==> src/rtl/bcpmd_pkg.sv <==
// Shared types, widths and constants for the balance cascade motor drive.
// Used by the multiply-accumulate unit, the sequencer, the top level and its checker.
package bcpmd_pkg;

    localparam int GAIN_W   = 16;
    localparam int FIELD_W  = 16;
    localparam int OPND_W   = 19;
    localparam int PROD_W   = GAIN_W + OPND_W;
    localparam int ACC_W    = 42;
    localparam int OUT_W    = 10;
    localparam int CFG_IDX_W = 3;

    localparam int DUTY_LIMIT_DEF = 990;

    localparam logic [CFG_IDX_W-1:0] CFG_ANGLE_GAIN  = 3'd0;
    localparam logic [CFG_IDX_W-1:0] CFG_RATE_GAIN   = 3'd1;
    localparam logic [CFG_IDX_W-1:0] CFG_SPEED_PROP  = 3'd2;
    localparam logic [CFG_IDX_W-1:0] CFG_SPEED_INT   = 3'd3;
    localparam logic [CFG_IDX_W-1:0] CFG_SPEED_DERIV = 3'd4;

    localparam logic signed [GAIN_W-1:0] RST_ANGLE_GAIN  = 16'sd25600;
    localparam logic signed [GAIN_W-1:0] RST_RATE_GAIN   = 16'sd0;
    localparam logic signed [GAIN_W-1:0] RST_SPEED_PROP  = 16'sd0;
    localparam logic signed [GAIN_W-1:0] RST_SPEED_INT   = 16'sd256;
    localparam logic signed [GAIN_W-1:0] RST_SPEED_DERIV = 16'sd0;

    typedef struct packed {
        logic signed [GAIN_W-1:0] angle_gain;
        logic signed [GAIN_W-1:0] rate_gain;
        logic signed [GAIN_W-1:0] speed_prop_gain;
        logic signed [GAIN_W-1:0] speed_int_gain;
        logic signed [GAIN_W-1:0] speed_deriv_gain;
    } t_gains;

    typedef struct packed {
        logic issue;
        logic shift;
        logic load;
    } t_mac_ctl;

endpackage

==> src/rtl/bcpmd_mac.sv <==
// Shared multiply-accumulate unit: one registered signed multiplier and an accumulator.
// Depends on bcpmd_pkg.
module bcpmd_mac
    import bcpmd_pkg::*;
(
    input  logic                     i_clk,
    input  logic                     i_rst_n,
    input  t_mac_ctl                 i_ctl,
    input  logic signed [GAIN_W-1:0] i_a,
    input  logic signed [OPND_W-1:0] i_b,
    input  logic signed [ACC_W-1:0]  i_load_val,
    output logic signed [ACC_W-1:0]  o_acc
);

    logic signed [PROD_W-1:0] r_prod;
    logic                     r_pv;
    logic                     r_psh;
    logic signed [ACC_W-1:0]  r_acc;
    logic signed [ACC_W-1:0]  prod_ext;
    logic signed [ACC_W-1:0]  addend;

    assign prod_ext = {{(ACC_W-PROD_W){r_prod[PROD_W-1]}}, r_prod};
    assign addend   = r_psh ? (prod_ext <<< 8) : prod_ext;

    always_ff @(posedge i_clk) begin
        if (i_ctl.issue) begin
            r_prod <= i_a * i_b;
            r_psh  <= i_ctl.shift;
        end
    end

    always_ff @(posedge i_clk) begin
        if (!i_rst_n) begin
            r_pv <= 1'b0;
        end else begin
            r_pv <= i_ctl.issue;
        end
    end

    always_ff @(posedge i_clk) begin
        if (i_ctl.load) begin
            r_acc <= i_load_val;
        end else if (r_pv) begin
            r_acc <= r_acc + addend;
        end
    end

    assign o_acc = r_acc;

endmodule

==> src/rtl/bcpmd_seq.sv <==
// Sequencer for the angle loop and both wheel loops: input capture, error history,
// duty accumulators and the result register. Depends on bcpmd_pkg; drives bcpmd_mac.
module bcpmd_seq
    import bcpmd_pkg::*;
#(
    parameter int DUTY_LIMIT = DUTY_LIMIT_DEF
)
(
    input  logic                      i_clk,
    input  logic                      i_rst_n,
    input  t_gains                    i_gains,
    input  logic                      i_valid,
    output logic                      o_ready,
    input  logic signed [FIELD_W-1:0] i_tilt_angle,
    input  logic signed [FIELD_W-1:0] i_tilt_rate,
    input  logic signed [FIELD_W-1:0] i_left_speed,
    input  logic signed [FIELD_W-1:0] i_right_speed,
    output logic                      o_valid,
    input  logic                      i_ready,
    output logic [OUT_W-1:0]          o_left_forward_duty,
    output logic [OUT_W-1:0]          o_left_reverse_duty,
    output logic [OUT_W-1:0]          o_right_forward_duty,
    output logic [OUT_W-1:0]          o_right_reverse_duty,
    output t_mac_ctl                  o_mac_ctl,
    output logic signed [GAIN_W-1:0]  o_mac_a,
    output logic signed [OPND_W-1:0]  o_mac_b,
    output logic signed [ACC_W-1:0]   o_mac_load,
    input  logic signed [ACC_W-1:0]   i_mac_acc
);

    localparam int DW = $clog2(DUTY_LIMIT + 1) + 1;
    localparam int QW = ACC_W - 8;
    localparam logic signed [QW-1:0] LIM_POS = QW'(DUTY_LIMIT);
    localparam logic signed [QW-1:0] LIM_NEG = -QW'(DUTY_LIMIT);

    localparam logic [3:0] S_IDLE   = 4'd0;
    localparam logic [3:0] S_MUL_A  = 4'd1;
    localparam logic [3:0] S_MUL_R  = 4'd2;
    localparam logic [3:0] S_WAIT_T = 4'd3;
    localparam logic [3:0] S_TGT    = 4'd4;
    localparam logic [3:0] S_ERR    = 4'd5;
    localparam logic [3:0] S_KP     = 4'd6;
    localparam logic [3:0] S_KI     = 4'd7;
    localparam logic [3:0] S_KD     = 4'd8;
    localparam logic [3:0] S_WAIT_D = 4'd9;
    localparam logic [3:0] S_DUTY   = 4'd10;
    localparam logic [3:0] S_OUT    = 4'd11;

    function automatic logic signed [FIELD_W-1:0] sat_t(input logic signed [25:0] v);
        if (v > 26'sd32767) begin
            return 16'sh7fff;
        end else if (v < -26'sd32768) begin
            return 16'sh8000;
        end
        return v[FIELD_W-1:0];
    endfunction

    function automatic logic signed [FIELD_W-1:0] sat_e(input logic signed [16:0] v);
        if (v > 17'sd32767) begin
            return 16'sh7fff;
        end else if (v < -17'sd32768) begin
            return 16'sh8000;
        end
        return v[FIELD_W-1:0];
    endfunction

    logic [3:0]                r_state;
    logic [3:0]                n_state;
    logic                      r_wheel;
    logic signed [FIELD_W-1:0] r_angle;
    logic signed [FIELD_W-1:0] r_rate;
    logic signed [FIELD_W-1:0] r_speed_l;
    logic signed [FIELD_W-1:0] r_speed_r;
    logic signed [FIELD_W-1:0] r_target;
    logic signed [FIELD_W-1:0] r_e0;
    logic signed [FIELD_W-1:0] r_err1_l;
    logic signed [FIELD_W-1:0] r_err2_l;
    logic signed [FIELD_W-1:0] r_err1_r;
    logic signed [FIELD_W-1:0] r_err2_r;
    logic signed [DW-1:0]      r_dacc_l;
    logic signed [DW-1:0]      r_dacc_r;
    logic                      r_out_valid;
    logic [OUT_W-1:0]          r_lf;
    logic [OUT_W-1:0]          r_lr;
    logic [OUT_W-1:0]          r_rf;
    logic [OUT_W-1:0]          r_rr;

    logic signed [FIELD_W-1:0] e1;
    logic signed [FIELD_W-1:0] e2;
    logic signed [FIELD_W-1:0] speed;
    logic signed [DW-1:0]      dacc;
    logic signed [16:0]        diff;
    logic signed [OPND_W-1:0]  d1;
    logic signed [OPND_W-1:0]  d2;
    logic signed [ACC_W-1:0]   t_sum;
    logic signed [ACC_W-1:0]   d_sum;
    logic signed [QW-1:0]      d_q;
    logic signed [DW-1:0]      d_new;
    logic                      accept;
    logic                      out_free;
    logic [DW-1:0]             neg_l;
    logic [DW-1:0]             neg_r;

    assign accept   = i_valid && o_ready;
    assign out_free = !r_out_valid || i_ready;
    assign o_ready  = (r_state == S_IDLE);

    assign e1    = r_wheel ? r_err1_r : r_err1_l;
    assign e2    = r_wheel ? r_err2_r : r_err2_l;
    assign speed = r_wheel ? r_speed_r : r_speed_l;
    assign dacc  = r_wheel ? r_dacc_r : r_dacc_l;

    assign diff = {r_target[FIELD_W-1], r_target} - {speed[FIELD_W-1], speed};
    assign d1   = OPND_W'(r_e0) - OPND_W'(e1);
    assign d2   = OPND_W'(r_e0) - (OPND_W'(e1) <<< 1) + OPND_W'(e2);

    assign t_sum = i_mac_acc + (i_mac_acc[ACC_W-1] ? ACC_W'(65535) : ACC_W'(0));
    assign d_sum = i_mac_acc + (i_mac_acc[ACC_W-1] ? ACC_W'(255) : ACC_W'(0));
    assign d_q   = d_sum[ACC_W-1:8];

    always_comb begin
        if (d_q > LIM_POS) begin
            d_new = DW'(LIM_POS);
        end else if (d_q < LIM_NEG) begin
            d_new = DW'(LIM_NEG);
        end else begin
            d_new = DW'(d_q);
        end
    end

    assign o_mac_load = (r_state == S_MUL_A) ? '0
                      : {{(ACC_W-DW-8){dacc[DW-1]}}, dacc, 8'd0};

    always_comb begin
        o_mac_ctl = '0;
        o_mac_a   = i_gains.angle_gain;
        o_mac_b   = OPND_W'(r_angle);
        case (r_state)
            S_MUL_A: begin
                o_mac_ctl.issue = 1'b1;
                o_mac_ctl.load  = 1'b1;
            end
            S_MUL_R: begin
                o_mac_ctl.issue = 1'b1;
                o_mac_ctl.shift = 1'b1;
                o_mac_a = i_gains.rate_gain;
                o_mac_b = OPND_W'(r_rate);
            end
            S_ERR: begin
                o_mac_ctl.load = 1'b1;
            end
            S_KP: begin
                o_mac_ctl.issue = 1'b1;
                o_mac_a = i_gains.speed_prop_gain;
                o_mac_b = d1;
            end
            S_KI: begin
                o_mac_ctl.issue = 1'b1;
                o_mac_a = i_gains.speed_int_gain;
                o_mac_b = OPND_W'(r_e0);
            end
            S_KD: begin
                o_mac_ctl.issue = 1'b1;
                o_mac_a = i_gains.speed_deriv_gain;
                o_mac_b = d2;
            end
            default: begin
            end
        endcase
    end

    always_comb begin
        n_state = r_state;
        case (r_state)
            S_IDLE:   n_state = accept ? S_MUL_A : S_IDLE;
            S_MUL_A:  n_state = S_MUL_R;
            S_MUL_R:  n_state = S_WAIT_T;
            S_WAIT_T: n_state = S_TGT;
            S_TGT:    n_state = S_ERR;
            S_ERR:    n_state = S_KP;
            S_KP:     n_state = S_KI;
            S_KI:     n_state = S_KD;
            S_KD:     n_state = S_WAIT_D;
            S_WAIT_D: n_state = S_DUTY;
            S_DUTY:   n_state = r_wheel ? S_OUT : S_ERR;
            S_OUT:    n_state = out_free ? S_IDLE : S_OUT;
            default:  n_state = S_IDLE;
        endcase
    end

    always_ff @(posedge i_clk) begin
        if (!i_rst_n) begin
            r_state     <= S_IDLE;
            r_wheel     <= 1'b0;
            r_err1_l    <= '0;
            r_err2_l    <= '0;
            r_err1_r    <= '0;
            r_err2_r    <= '0;
            r_dacc_l    <= '0;
            r_dacc_r    <= '0;
            r_out_valid <= 1'b0;
        end else begin
            r_state <= n_state;
            if (r_state == S_TGT) begin
                r_wheel <= 1'b0;
            end
            if (r_state == S_DUTY) begin
                r_wheel <= 1'b1;
                if (r_wheel) begin
                    r_err2_r <= r_err1_r;
                    r_err1_r <= r_e0;
                    r_dacc_r <= d_new;
                end else begin
                    r_err2_l <= r_err1_l;
                    r_err1_l <= r_e0;
                    r_dacc_l <= d_new;
                end
            end
            if (r_state == S_OUT && out_free) begin
                r_out_valid <= 1'b1;
            end else if (i_ready) begin
                r_out_valid <= 1'b0;
            end
        end
    end

    assign neg_l = -r_dacc_l;
    assign neg_r = -r_dacc_r;

    always_ff @(posedge i_clk) begin
        if (accept) begin
            r_angle   <= i_tilt_angle;
            r_rate    <= i_tilt_rate;
            r_speed_l <= i_left_speed;
            r_speed_r <= i_right_speed;
        end
        if (r_state == S_TGT) begin
            r_target <= sat_t(t_sum[ACC_W-1:16]);
        end
        if (r_state == S_ERR) begin
            r_e0 <= sat_e(diff);
        end
        if (r_state == S_OUT && out_free) begin
            r_lf <= r_dacc_l[DW-1] ? '0 : OUT_W'(unsigned'(r_dacc_l));
            r_lr <= r_dacc_l[DW-1] ? OUT_W'(neg_l) : '0;
            r_rf <= r_dacc_r[DW-1] ? '0 : OUT_W'(unsigned'(r_dacc_r));
            r_rr <= r_dacc_r[DW-1] ? OUT_W'(neg_r) : '0;
        end
    end

    assign o_valid              = r_out_valid;
    assign o_left_forward_duty  = r_lf;
    assign o_left_reverse_duty  = r_lr;
    assign o_right_forward_duty = r_rf;
    assign o_right_reverse_duty = r_rr;

endmodule

==> src/rtl/balance_cascade_pid_motor_drive.sv <==
// Balance robot cascade controller: PD angle loop feeding two incremental PID speed loops.
//   Input channel (i_valid/o_ready) carries one control tick: tilt angle (Q8.8 degrees),
//   gyro rate and both wheel encoder counts. Output channel (o_valid/i_ready) returns
//   the forward and reverse H-bridge compare values for each wheel, one result per tick.
//   Configuration channel (i_cfg_valid/o_cfg_ready) writes the five Q8.8 gains by index:
//   0 angle, 1 rate, 2 speed proportional, 3 speed integral, 4 speed derivative.
//   Writes to other indexes are dropped. Write only while the block is idle.
// Timing:
//   A tick is stepped from its transfer to the result register; the block then returns
//   to idle, and only there takes the next tick. All products go through
//   a single 16x19 multiplier with an accumulator, stepped by a sequencer: two products
//   for the target speed, three per wheel.
// Reset:
//   Synchronous active-low reset restores the default gains, clears the error history
//   and the duty accumulators, and empties the result register.
// Backpressure:
//   A finished result waits in the output register; a new tick is taken meanwhile.
//   If the previous result is still untaken when the next completes, the block holds
//   until the output transfer.
// Depends on bcpmd_pkg, bcpmd_mac and bcpmd_seq.
module balance_cascade_pid_motor_drive
    import bcpmd_pkg::*;
#(
    parameter int DUTY_LIMIT = DUTY_LIMIT_DEF
)
(
    input  logic                        i_clk,
    input  logic                        i_rst_n,
    input  logic                        i_valid,
    output logic                        o_ready,
    input  logic signed [FIELD_W-1:0]   i_tilt_angle,
    input  logic signed [FIELD_W-1:0]   i_tilt_rate,
    input  logic signed [FIELD_W-1:0]   i_left_speed,
    input  logic signed [FIELD_W-1:0]   i_right_speed,
    output logic                        o_valid,
    input  logic                        i_ready,
    output logic [OUT_W-1:0]            o_left_forward_duty,
    output logic [OUT_W-1:0]            o_left_reverse_duty,
    output logic [OUT_W-1:0]            o_right_forward_duty,
    output logic [OUT_W-1:0]            o_right_reverse_duty,
    input  logic                        i_cfg_valid,
    output logic                        o_cfg_ready,
    input  logic [CFG_IDX_W-1:0]        i_cfg_index,
    input  logic [GAIN_W-1:0]           i_cfg_data
);

    t_gains                   r_gains;
    t_mac_ctl                 mac_ctl;
    logic signed [GAIN_W-1:0] mac_a;
    logic signed [OPND_W-1:0] mac_b;
    logic signed [ACC_W-1:0]  mac_load;
    logic signed [ACC_W-1:0]  mac_acc;

    assign o_cfg_ready = 1'b1;

    always_ff @(posedge i_clk) begin
        if (!i_rst_n) begin
            r_gains.angle_gain       <= RST_ANGLE_GAIN;
            r_gains.rate_gain        <= RST_RATE_GAIN;
            r_gains.speed_prop_gain  <= RST_SPEED_PROP;
            r_gains.speed_int_gain   <= RST_SPEED_INT;
            r_gains.speed_deriv_gain <= RST_SPEED_DERIV;
        end else if (i_cfg_valid && o_cfg_ready) begin
            case (i_cfg_index)
                CFG_ANGLE_GAIN:  r_gains.angle_gain       <= signed'(i_cfg_data);
                CFG_RATE_GAIN:   r_gains.rate_gain        <= signed'(i_cfg_data);
                CFG_SPEED_PROP:  r_gains.speed_prop_gain  <= signed'(i_cfg_data);
                CFG_SPEED_INT:   r_gains.speed_int_gain   <= signed'(i_cfg_data);
                CFG_SPEED_DERIV: r_gains.speed_deriv_gain <= signed'(i_cfg_data);
                default: begin
                end
            endcase
        end
    end

    bcpmd_seq #(
        .DUTY_LIMIT(DUTY_LIMIT)
    ) u_seq (
        .i_clk               (i_clk),
        .i_rst_n             (i_rst_n),
        .i_gains             (r_gains),
        .i_valid             (i_valid),
        .o_ready             (o_ready),
        .i_tilt_angle        (i_tilt_angle),
        .i_tilt_rate         (i_tilt_rate),
        .i_left_speed        (i_left_speed),
        .i_right_speed       (i_right_speed),
        .o_valid             (o_valid),
        .i_ready             (i_ready),
        .o_left_forward_duty (o_left_forward_duty),
        .o_left_reverse_duty (o_left_reverse_duty),
        .o_right_forward_duty(o_right_forward_duty),
        .o_right_reverse_duty(o_right_reverse_duty),
        .o_mac_ctl           (mac_ctl),
        .o_mac_a             (mac_a),
        .o_mac_b             (mac_b),
        .o_mac_load          (mac_load),
        .i_mac_acc           (mac_acc)
    );

    bcpmd_mac u_mac (
        .i_clk     (i_clk),
        .i_rst_n   (i_rst_n),
        .i_ctl     (mac_ctl),
        .i_a       (mac_a),
        .i_b       (mac_b),
        .i_load_val(mac_load),
        .o_acc     (mac_acc)
    );

endmodule

==> config.mk <==
export PLATFORM = sky130hd
export DESIGN_NAME = balance_cascade_pid_motor_drive
export DESIGN_NICKNAME = d
export VERILOG_FILES = /design/src/rtl/bcpmd_pkg.sv /design/src/rtl/bcpmd_mac.sv /design/src/rtl/bcpmd_seq.sv /design/src/rtl/balance_cascade_pid_motor_drive.sv
export SDC_FILE = /design/constraint.sdc
export NUM_CORES = 2
export LEC_CHECK = 0
export BUFFER_PORTS_ARGS = -buffer_cell sky130_fd_sc_hd__buf_4
export CAP_MARGIN = 5
export CELL_PAD_IN_SITES_DETAIL_PLACEMENT = 1
export CELL_PAD_IN_SITES_GLOBAL_PLACEMENT = 1
export CORE_UTILIZATION = 45
export CTS_CLUSTER_SIZE = 28
export DETAILED_ROUTE_END_ITERATION = 10
export GPL_ROUTABILITY_DRIVEN = 0
export PLACE_DENSITY = 0.77
export SLEW_MARGIN = 5
export SYNTH_ARGS = -nofsm -noshare
export SYNTH_HDL_FRONTEND = slang
export SYNTH_SLANG_ARGS = --single-unit
==> constraint.sdc <==
create_clock -name i_clk -period 9.4 [get_ports i_clk]
set_input_delay 2.82 -clock i_clk [delete_from_list [all_inputs] [get_ports i_clk]]
set_output_delay 2.82 -clock i_clk [all_outputs]
set_load 0.01 [all_outputs]
==> run_results.csv <==
group,metric,value,unit
outcome,status,"finished, final reports clean",
final_layout,fin_cells,4861,
setup_path,start_kind,"flip-flop",
clocking,insertion_delay,0.63,ns
synth,synth.largest_area_cell,"edfxtp_1",
setup_path,r2r_cells,37,
clocking,clock-root-buffer,"clkbuf_16",
synth,synth_top_area_share,18.8,%
power_and_ir_drop,p_leak,0.0163,µW
timing,maxSlewHeadroom,8.17,%
setup_path,r2r-start,"u_seq.r_wheel",
setup_path,required,9.86,ns
power_and_ir_drop,combPwrFrac,71.9,%
power_and_ir_drop,power.internal,8870,µW
setup_path,cp_top_family,"adder cells",
final_layout,syn_to_final_growth,14.3,%
route,wl,114000,µm
clocking,clock_path_buffers,3,
power_and_ir_drop,switching_share,48.2,%
synth,synth_nets,4309,
final_layout,nets,4458,
synth,synth_cells,3706,
global_route,grt_pass1_vias,29900,
synth,synth-compound-area-share,15.2,%
final_layout,drive_gt1_share,14.0,%
final_layout,multi_input_area,22500,µm²
final_layout,seq_area,9890,µm²
power_and_ir_drop,power_density,437,nW/µm²
timing,period_minus_slack,9.27,ns
route,num_vias,28300,
setup_path,worst-path-stages,37,
route,drt_iter0_drc,2085,
synth,ys_warn_count,0,
floorplan,rows,100,
setup_path,critical_path_arrival,9.73,ns
synth,yosysMostFrequentCell,"inv_1",
synth,synth_cell_types,93,
clocking,clk_pin_slew,0.06,ns
timing,fmax,108,MHz
synth,synthSimpleGateAreaFrac,16.0,%
worst_hold_path,hold_depth,2,
power_and_ir_drop,p_clk_share,11.1,%
global_route,grt_pass1_wl,175000,µm
timing,totalNegativeSetupSlack,0,ns
clocking,clock-sinks,387,
worst_hold_path,min_to,"r_gains[66]",
floorplan,die-height,278,µm
final_layout,fillers,8488,
synth,synthTopCellsByCount,"inv_1, nand2_1, fa_1, nor2_1, edfxtp_1",
route,wl_per_cell,23.4,µm
timing,setup_viol,0,
worst_hold_path,hp-start,"r_gains[66]",
synth,synth-seq-cells,387,
synth,ys_seq_area_share,28.9,%
route,postRouteAntennaNets,0,
synth,synth-xor-area-share,4.12,%
synth,synth_edf_count,214,
synth,synth_flop_cell,"edfxtp_1",
route,drc,0,
timing,slew_violations,0,
setup_path,critPathMostFrequentCell,"fa_1",
floorplan,core,74800,µm²
floorplan,io_pins,131,
global_route,antenna_found_initial,1,
synth,synthMuxAreaShare,2.84,%
timing,finalCritPeriodShare,98.6,%
clocking,cts_tree,"done",
global_route,grt_max_degree,91,
placed_design,io_buffers,129,
setup_path,cp_slowest_stage_delay,0.62,ns
synth,ys_top_cells_by_area,"edfxtp_1, fa_1, dfxtp_1, ha_1, inv_1",
clocking,cts_hold_buf,0,
setup_path,critical_path_buf_inv_count,10,
synth,synthAdderAreaFrac,25.8,%
worst_hold_path,hp-class,"flip-flop to flip-flop",
clocking,cts.htree.levels,2,
timing,hold_viol_final,0,
setup_path,slowest_stage,"fa_1",
timing,tightestPinTransition,1.37,ns
route,via_per_inst,5.82,
power_and_ir_drop,peakVddDrop,0.000757,V
clocking,cts_made_buffers,45,
global_route,overflow,0,
placed_design,placed_cells,4747,
power_and_ir_drop,p_switching,8240,µW
placed_design,hpwl,85000,µm
global_route,grt.total_usage,29.1,%
setup_path,rrSetupSlack,0.13,ns
setup_path,cp-end-kind,"flip-flop",
floorplan,initial_core_util,45.7,%
route,first_pass_iters,5,
power_and_ir_drop,pwr-share-seq,16.9,%
synth,postSynthAreaPerCell,9.23,µm²
setup_path,critical_path_class,"flip-flop to flip-flop",
setup_path,timing.rr.end,"u_mac.r_prod[31]",
synth,synth_top_family_by_area,"adder cells",
floorplan,die_width,278,µm
synth,syn_area,34200,µm²
flow_run,drv_cap,0,
floorplan,dieArea,77100,µm²
setup_path,critPathMaxFanout,7,
timing,clock_skew,0.0382,ns
synth,synth-async-reset-ratio,0,%
-- cell usage in the layout (no fill, tap or decap), drive strengths merged, types with 13 or more instances in the layout --
cell / n
buf: 275
inv: 449
a21boi: 146
mux2i: 60
nor2: 270
a22oi: 40
fa: 318
o21ai: 159
o211ai: 18
nand2b: 68
and2: 29
mux2: 33
a21o: 60
clkbuf: 64
clkinv: 13
o21a: 31
nand4: 31
nand2: 437
edfxtp: 214
a21oi: 129
dfxtp: 173
and3: 21
or3: 20
xor2: 57
xnor2: 104
nor2b: 57
a211oi: 26
nor3: 70
nand3: 64
a31oi: 24
ha: 197
or2: 44
-- routing by layer --
layer	global-route usage, %	vias up	wire length [µm]
li1	-	12800	-
met1	37.6	14300	47000
met2	50.4	882	56600
met3	3.26	232	6340
met4	10.4	0	3950
met5	0	-	0
-- per-stage QoR --
step	hold slack [ns]	total power, µW	worst slack (ns)	instance area [µm²]	util (%)
2_1_floorplan	0.435	11200	-0.00618	34200	-
3_3_place_gp	0.451	14000	0.175	36700	49.0
3_5_place_dp	0.460	14400	-0.134	36700	49.0
4_1_cts	0.461	16500	0.00252	38300	51.2
5_1_grt	0.489	18600	-0.220	39100	52.3
6_report	0.465	17100	0.129	39100	52.3
-- how the worst max path moves through the flow --
stage,from,endpoint,slack (ns)
global placement,u_seq.r_wheel,u_mac.r_prod[30],0.17
floorplan,u_seq.r_wheel,u_mac.r_prod[34],-0.006
CTS,u_seq.r_wheel,u_mac.r_prod[30],0.003
detailed placement,u_seq.r_wheel,u_mac.r_prod[30],-0.13
global route,u_seq.r_wheel,u_mac.r_prod[31],-0.22
finish,u_seq.r_wheel,u_mac.r_prod[31],0.13
-- kinds of logic after synthesis --
| logic type | Yosys count |
|---|---|
| adders and majority gates | 516 |
| AOI/OAI and AO/OA | 764 |
| other | 1 |
| buffers and inverters | 623 |
| xor gates and xnor gates | 161 |
| DFF | 387 |
| and+or+nand+nor | 1161 |
| muxes | 93 |
-- timing repair --
action | 4_1_cts | 5_1_grt
gates cloned | 0 | 3
endpoints found under the hold margin | 0 | 0
setup endpoints to repair | 5 | 12
pin swaps | 1 | 39
setup buffers | 1 | 26
resized for setup | 8 | 102
-- power groups by stage --
stage / registers (µW) / logic [µW] / clock network, µW
2_1_floorplan: 2660 / 8550 / 0
3_3_place_gp: 2910 / 11100 / 0
3_5_place_dp: 2920 / 11500 / 0
4_1_cts: 2880 / 11700 / 1940
5_1_grt: 2910 / 13700 / 1990
6_report: 2900 / 12300 / 1910
-- worst min-delay path, delay by kind of cell, from the launching register on --
kind             cells  cell delay (ns)
flip-flops           1             0.31
AO/OA/AOI/OAI        1             0.06
AND/OR/NAND/NOR      1             0.05
-- layout make-up --
cell class	instances	area share, %
Multi-Input combinational cell	2696	57.6
Clock inverter	23	0.861
Timing Repair Buffer	279	5.64
Tap cell	969	3.10
Sequential cell	387	25.3
Inverter	446	4.28
Clock buffer	60	3.20
Antenna cell	1	0.00640
-- state kept, by name, indices dropped and copies added, names as in the netlist --
register / cells
u_seq.r_err2_r: 16
u_seq.r_angle: 16
u_seq.r_rate: 16
u_mac.o_acc: 42
u_seq.r_err1_r: 16
u_seq.r_target: 16
u_seq.r_err2_l: 16
u_seq.r_dacc_l: 11
u_seq.r_wheel: 1
u_seq.r_e0: 16
u_seq.r_dacc_r: 11
u_seq.o_right_reverse_duty: 10
u_seq.o_left_reverse_duty: 10
u_mac.r_psh: 1
u_seq.o_left_forward_duty: 10
u_seq.r_speed_r: 16
u_seq.o_valid: 1
u_mac.r_pv: 1
u_seq.r_speed_l: 16
u_seq.r_state: 4
u_seq.r_err1_l: 16
u_seq.o_right_forward_duty: 10
r_gains: 80
u_mac.r_prod: 35
Note: power is estimated with default switching activity, not from simulation.
